$ cat src/assert_macros.svh
// ----------------------------------------------------------------------------
// assert_macros.svh
// Assertion helper macros; they compile away when SYNTH is defined.
// ----------------------------------------------------------------------------
`ifndef ASSERT_MACROS_SVH
`define ASSERT_MACROS_SVH

`ifndef SYNTH
// Same-cycle implication, disabled during reset
`define ASSERT_SAME(label, clk, rst, ante, cons) \
  label: assert property (@(posedge clk) disable iff (rst) (ante) |-> (cons)) \
    else $error("assertion failed: label");
// Next-cycle implication, disabled during reset
`define ASSERT_NEXT(label, clk, rst, ante, cons) \
  label: assert property (@(posedge clk) disable iff (rst) (ante) |=> (cons)) \
    else $error("assertion failed: label");
`else
`define ASSERT_SAME(label, clk, rst, ante, cons)
`define ASSERT_NEXT(label, clk, rst, ante, cons)
`endif

`endif

$ cat src/rinv_pkg.sv
// ----------------------------------------------------------------------------
// rinv_pkg
// Shared types and constants of the radical inverse unit.
// ----------------------------------------------------------------------------
package rinv_pkg;

  // Width of one digit and of one division chunk
  localparam int DIGIT_W = 8;

  // Sequencer states
  typedef enum logic [4:0] {
    S_IDLE = 5'b00001,
    S_DIV  = 5'b00010,
    S_ACC  = 5'b00100,
    S_FRAC = 5'b01000,
    S_DONE = 5'b10000
  } state_t;

endpackage

$ cat src/radical_inverse_unit.sv
// ----------------------------------------------------------------------------
// radical_inverse_unit
// Halton radical inverse of a sample index in a given base, as a
// truncated unsigned fixed-point fraction.
// ----------------------------------------------------------------------------
// Usage:
//   A request is taken at a rising edge with start high and busy low;
//   sample_index and digit_base are sampled there. busy stays high until
//   the result has been shown. The result appears on fraction for exactly
//   one cycle with done high; the receiver cannot stall it.
// Operation:
//   the index is split into C = ceil(INDEX_BITS/8) chunks. For each digit
//   of the index in the base, one shared 8-bit chunk divider works through
//   the chunks, then a multiply-accumulate step appends the digit; the
//   final quotient is then formed one bit per cycle by a restoring divider.
//   Index zero or base below two goes straight to done. One item is in
//   work at a time, and the next request is taken at the earliest in the
//   cycle after done.
// Reset: synchronous, active high; returns to idle, drops any request.
// ----------------------------------------------------------------------------
`include "assert_macros.svh"

module radical_inverse_unit #(
  parameter int INDEX_BITS    = 32,
  parameter int FRACTION_BITS = 24
) (
  input  logic                     clk,
  input  logic                     rst,
  input  logic                     start,
  input  logic [INDEX_BITS-1:0]    sample_index,
  input  logic [rinv_pkg::DIGIT_W-1:0] digit_base,
  output logic                     busy,
  output logic                     done,
  output logic [FRACTION_BITS-1:0] fraction
);
  import rinv_pkg::*;

  localparam int CHUNKS = (INDEX_BITS + DIGIT_W - 1) / DIGIT_W;
  localparam int PADW   = CHUNKS * DIGIT_W;
  localparam int DW     = INDEX_BITS + DIGIT_W;
  localparam int CW     = $clog2(CHUNKS + 1);
  localparam int FCW    = $clog2(FRACTION_BITS + 1);

  state_t               state, state_next;
  logic [PADW-1:0]      work;
  logic [DIGIT_W-1:0]   rem;
  logic [DIGIT_W-1:0]   base;
  logic [DW-1:0]        num;
  logic [DW-1:0]        den;
  logic [FRACTION_BITS-1:0] q;
  logic [CW-1:0]        chunk_cnt;
  logic [FCW-1:0]       bit_cnt;

  logic [DIGIT_W-1:0]   step_quo;
  logic [DIGIT_W-1:0]   step_rem;
  logic [DW+DIGIT_W-1:0] num_prod;
  logic [DW+DIGIT_W-1:0] den_prod;
  logic [DW:0]          rem_sh;
  logic                 rem_ge;
  logic                 accept;
  logic                 trivial;

  assign accept  = start && !busy;
  assign trivial = (digit_base < DIGIT_W'(2)) || (sample_index == '0);
  assign busy    = (state != S_IDLE);
  assign done    = (state == S_DONE);
  assign fraction = q;

  // Shared chunk divider: top chunk of the working index against the base
  rinv_divstep u_divstep (
    .rem_in  (rem),
    .chunk   (work[PADW-1 -: DIGIT_W]),
    .base    (base),
    .quo     (step_quo),
    .rem_out (step_rem)
  );

  // Digit accumulate products
  assign num_prod = {{DIGIT_W{1'b0}}, num} * {{DW{1'b0}}, base};
  assign den_prod = {{DIGIT_W{1'b0}}, den} * {{DW{1'b0}}, base};

  // Final quotient step
  assign rem_sh = {num, 1'b0};
  assign rem_ge = (rem_sh >= {1'b0, den});

  // Sequencer
  always_comb begin
    state_next = state;
    unique case (state)
      S_IDLE: if (accept) state_next = trivial ? S_DONE : S_DIV;
      S_DIV:  if (chunk_cnt == CW'(CHUNKS - 1)) state_next = S_ACC;
      S_ACC:  state_next = (work == '0) ? S_FRAC : S_DIV;
      S_FRAC: if (bit_cnt == FCW'(FRACTION_BITS - 1)) state_next = S_DONE;
      S_DONE: state_next = S_IDLE;
      default: state_next = S_IDLE;
    endcase
  end

  always_ff @(posedge clk) begin
    if (rst) begin
      state <= S_IDLE;
    end else begin
      state <= state_next;
    end
  end

  // Datapath registers
  always_ff @(posedge clk) begin
    unique case (state)
      S_IDLE: begin
        work      <= PADW'(sample_index);
        base      <= digit_base;
        rem       <= '0;
        num       <= '0;
        den       <= DW'(1);
        q         <= '0;
        chunk_cnt <= '0;
        bit_cnt   <= '0;
      end
      S_DIV: begin
        // shift out the top chunk, shift in its quotient bits
        work      <= (work << DIGIT_W) | PADW'(step_quo);
        rem       <= step_rem;
        chunk_cnt <= chunk_cnt + CW'(1);
      end
      S_ACC: begin
        // append the digit, grow the denominator, restart the divider
        num       <= num_prod[DW-1:0] + DW'(rem);
        den       <= den_prod[DW-1:0];
        rem       <= '0;
        chunk_cnt <= '0;
      end
      S_FRAC: begin
        num     <= rem_ge ? DW'(rem_sh - {1'b0, den}) : DW'(rem_sh);
        q       <= {q[FRACTION_BITS-2:0], rem_ge};
        bit_cnt <= bit_cnt + FCW'(1);
      end
      S_DONE: begin
        bit_cnt <= '0;
      end
      default: begin
        bit_cnt <= '0;
      end
    endcase
  end

  `ASSERT_NEXT(a_accept_busy, clk, rst, accept, busy)
  `ASSERT_NEXT(a_done_frees, clk, rst, done, !busy && !done)
  `ASSERT_SAME(a_den_nonzero, clk, rst, state == S_FRAC, den != '0)
  `ASSERT_SAME(a_rem_below_den, clk, rst, state == S_FRAC, num < den)

endmodule

$ cat src/rinv_divstep.sv
// ----------------------------------------------------------------------------
// rinv_divstep
// Divide one 8-bit chunk (with incoming remainder) by the base: eight
// restoring steps, giving eight quotient bits and the new remainder.
// ----------------------------------------------------------------------------
module rinv_divstep (
  input  logic [rinv_pkg::DIGIT_W-1:0] rem_in,
  input  logic [rinv_pkg::DIGIT_W-1:0] chunk,
  input  logic [rinv_pkg::DIGIT_W-1:0] base,
  output logic [rinv_pkg::DIGIT_W-1:0] quo,
  output logic [rinv_pkg::DIGIT_W-1:0] rem_out
);
  import rinv_pkg::*;

  // Restoring division over the chunk bits, MSB first
  always_comb begin
    logic [DIGIT_W:0] r;
    r = {1'b0, rem_in};
    quo = '0;
    for (int i = DIGIT_W - 1; i >= 0; i--) begin
      r = {r[DIGIT_W-1:0], chunk[i]};
      if (r >= {1'b0, base}) begin
        r = r - {1'b0, base};
        quo[i] = 1'b1;
      end
    end
    rem_out = r[DIGIT_W-1:0];
  end

endmodule
$ cat config.mk
export PLATFORM = sky130hd
export DESIGN_NAME = radical_inverse_unit
export DESIGN_NICKNAME = d
export VERILOG_FILES = /design/src/rinv_pkg.sv /design/src/radical_inverse_unit.sv /design/src/rinv_divstep.sv
export VERILOG_INCLUDE_DIRS = /design/src /design/src/src
export SDC_FILE = /design/constraint.sdc
export NUM_CORES = 2
export LEC_CHECK = 0
export ABC_AREA = 1
export BUFFER_PORTS_ARGS = -buffer_cell sky130_fd_sc_hd__buf_2
export CORE_MARGIN = 2
export CORE_UTILIZATION = 25
export CTS_BUF_LIST = sky130_fd_sc_hd__clkbuf_16
export DETAILED_ROUTE_END_ITERATION = 12
export GPL_TIMING_DRIVEN = 0
export HOLD_SLACK_MARGIN = 0.15
export PLACE_DENSITY = 0.48
export SYNTH_ARGS = -nofsm -noshare
export SYNTH_HDL_FRONTEND = slang
export SYNTH_SLANG_ARGS = --single-unit
export TNS_END_PERCENT = 10
$ cat constraint.sdc
create_clock -name clk -period 22.5 [get_ports clk]
set_input_delay 4.5 -clock clk [delete_from_list [all_inputs] [get_ports clk]]
set_output_delay 4.5 -clock clk [all_outputs]
set_load 0.02 [all_outputs]
==> results.md <==
* # clock sinks at 165
* Hold buffers post-CTS at 0
* Total GRT Usage at 0.164
* Slowest stage delay, CP at 1.13 ns
* Die Y at 356 um
* Worst hold stages at 2
* Asr flop ratio synth at 0
* Row count at 129
* Dpl hpwl at 83800 um
* Root Driver: clkbuf_16
* Worst-path fanout max at 10
* R2R cell count at 104
* Initial antenna violation count at 3
* Fin Clk Skew at 0.0174 ns
* Hold Path Sink: work[19]
* Rel. slew slack at 0.0259
* Total CTS buffers at 17
* Placer Congestion at 0.919
* Post-CTS setup buffer count at 0
* Most common cell after layout, fill and taps aside: nand2_1
* Critical path data arrival time at 19.97 ns
* Top FF cell, synth: edfxtp_1
* Syn-to-layout area delta at 9.90%
* Setup violators final at 0
* Final nets at 4941
* Synth cell types at 59
* Worst-margin pin slew at 1.46 ns
* Crit path buffers/inverters at 20
* Largest net degree at the start of global routing at 33
* Final worst path period need at 19.70 ns
* CP delay by family, top: compound AO/OA/AOI/OAI gates
* Vias in the first global route at 26600
* Max-Cap Viols at 0
* Final worst slack at 2.80 ns
* CTS max path bufs at 2
* Setup tns final at 0 ns
* HP Class: flop to flop
* R2R Path End: rem[5]
* Avg Cell Area, Syn at 7.47 um2
* EDFF count, synth at 160
* Max Clk Rate at 50.7 MHz
* Core ar. at 0.123 mm2
* Setup crit start kind: flop
* Die area at 0.127 mm2
* Grt total ovfl at 0
* Post-CTS resize count at 0
* Net count of the mapped netlist at 4851
* Max H-tree Level at 4
* Latest clock arrival within the worst-skew pair at 0.52 ns
* RSZ-0062 raised after global routing: no
* Commonest non-fill, non-tap cells in the layout: nand2_1 (1066), inv_1 (1043), fa_1 (424), a21oi_1 (239), ha_1 (235)
* First-pass GRT wire length at 158000 um
* Ys Warns at 0
* Iter 0 DRT Violations at 1733
* Chip Width at 356 um
* Pre-antenna DRT Iters at 5
* IO buf count at 68
* Hold wc startpoint: work[11]
* Num ports at 69
* Post-synthesis cell area at 0.0310 mm2
* Avg Vias per Cell at 4.46
* # DRC at 0
* Register area share after synthesis at 0.158
* Endpoints failing hold at 0
* Cells after Synth at 4149
* CP Class: flop to flop
* # placed instances at 5857
* Share of layout cells above drive strength 1 at 0.0409
* Vias at 26200
* Register-to-Register Setup Slack at 2.80 ns
* WL final at 103000 um
* Number of antenna-violating nets in the routed design at 0
* Layout Cells excl Fill at 5890
* Yosys reg bits at 165
* Clock-pin slew on the worst setup and hold paths at 0.08 ns
* Routed len/inst at 17.4 um
* Critical path's slowest cell: clkbuf_1
* Placement Setup Slack at 2.94 ns
* Cell mode on critical path: nand2_1
* Initial Utilization at 0.251
* CTS tree: built
* Crit share post-route at 0.876
* Outcome: finished, final reports clean
* Max-slew violations at 0
* R2r startpoint: base[5]
* Critical path capture point type: flop
* Worst EP required at 22.77 ns
## worst register-to-register path, delay by kind of cell, from the launching register on
kind,cells,cell delay (ns)
AO/OA/AOI/OAI,31,5.98
AND/OR/NAND/NOR,45,5.22
buffers and inverters,20,5.17
adder cells (fa/ha/maj),8,2.73
flip-flops,1,0.38
## sequential cells by signal, summed over array words and instances, names as in the netlist
signal and count:
rem 8, den 40, bit_cnt 5, base 8
state 5, chunk_cnt 3, fraction 24, work 32
num 40
## cells in the mapped netlist (8+ instances only)
master	instances	share of area
ha_1	235	0.095
nor4_1	30	0.0061
edfxtp_1	160	0.16
o211ai_1	9	0.0022
nand4_1	23	0.0046
a21oi_1	239	0.039
nand2_2	8	0.0016
o221ai_1	8	0.0023
nand3_1	78	0.013
inv_1	1044	0.13
nand3_2	10	0.0032
o21ai_0	174	0.028
xor2_1	67	0.019
o21a_1	28	0.0068
a31oi_1	22	0.0044
nand2_1	1067	0.13
fa_1	424	0.27
buf_1	19	0.0023
nor3_1	14	0.0023
or2_2	12	0.0024
o21bai_1	8	0.0019
nor2_1	188	0.023
xnor2_1	52	0.015
clkbuf_1	143	0.017
## routing by layer
layer / part of all wire / vias up / global-route usage
li1: - / 12800 / -
met3: 0.065 / 66 / 0.0334
met1: 0.47 / 12800 / 0.229
met5: 0.00011 / - / 0
met4: 0.014 / 2 / 0.0299
met2: 0.45 / 595 / 0.263
## cells by family (layout without fill, tap and decap cells)
family	after synthesis	in the layout	share of synthesized area
xor gates and xnor gates	119	119	0.0336
and+or+nand+nor	1456	1456	0.195
buffers and inverters	1217	1320	0.148
DFF	165	165	0.158
AOI/OAI and AO/OA	533	533	0.0960
adders and majority gates	659	659	0.369
other	0	1	0
## stage by stage
stage | utilization | hold slack (ns) | cell area [um2]
detailed placement | 0.271 | 0.535 | 33400
floorplan | - | 0.520 | 31000
finish | 0.276 | 0.551 | 34000
CTS | 0.276 | 0.553 | 34000
global route | 0.276 | 0.595 | 34000
global placement | 0.271 | 0.536 | 33400
## worst max-delay path by stage
stage          endpoint  cells past startpoint    start  slack, ns
6_report         rem[5]                    104  base[5]       2.80
5_1_grt          rem[6]                    102  base[5]       1.03
4_1_cts          rem[6]                    104  base[5]       2.89
3_5_place_dp     rem[6]                    104  base[5]       2.94
3_3_place_gp     rem[6]                    104  base[5]       3.06
2_1_floorplan    rem[5]                    104  base[1]       7.73
## final cells by class
type	instances	area, um2
Sequential cell	165	4900
Clock inverter	15	183
Clock buffer	17	425
Buffer	165	638
Tap cell	1637	2050
Inverter	1052	3950
Fill cell	13700	89300
Multi-Input combinational cell	2767	21500
Timing Repair Buffer	71	398
Antenna cell	1	2.50
Power is not shown: default switching activity piles up to over one toggle a cycle in this logic, so the estimate is an artifact.
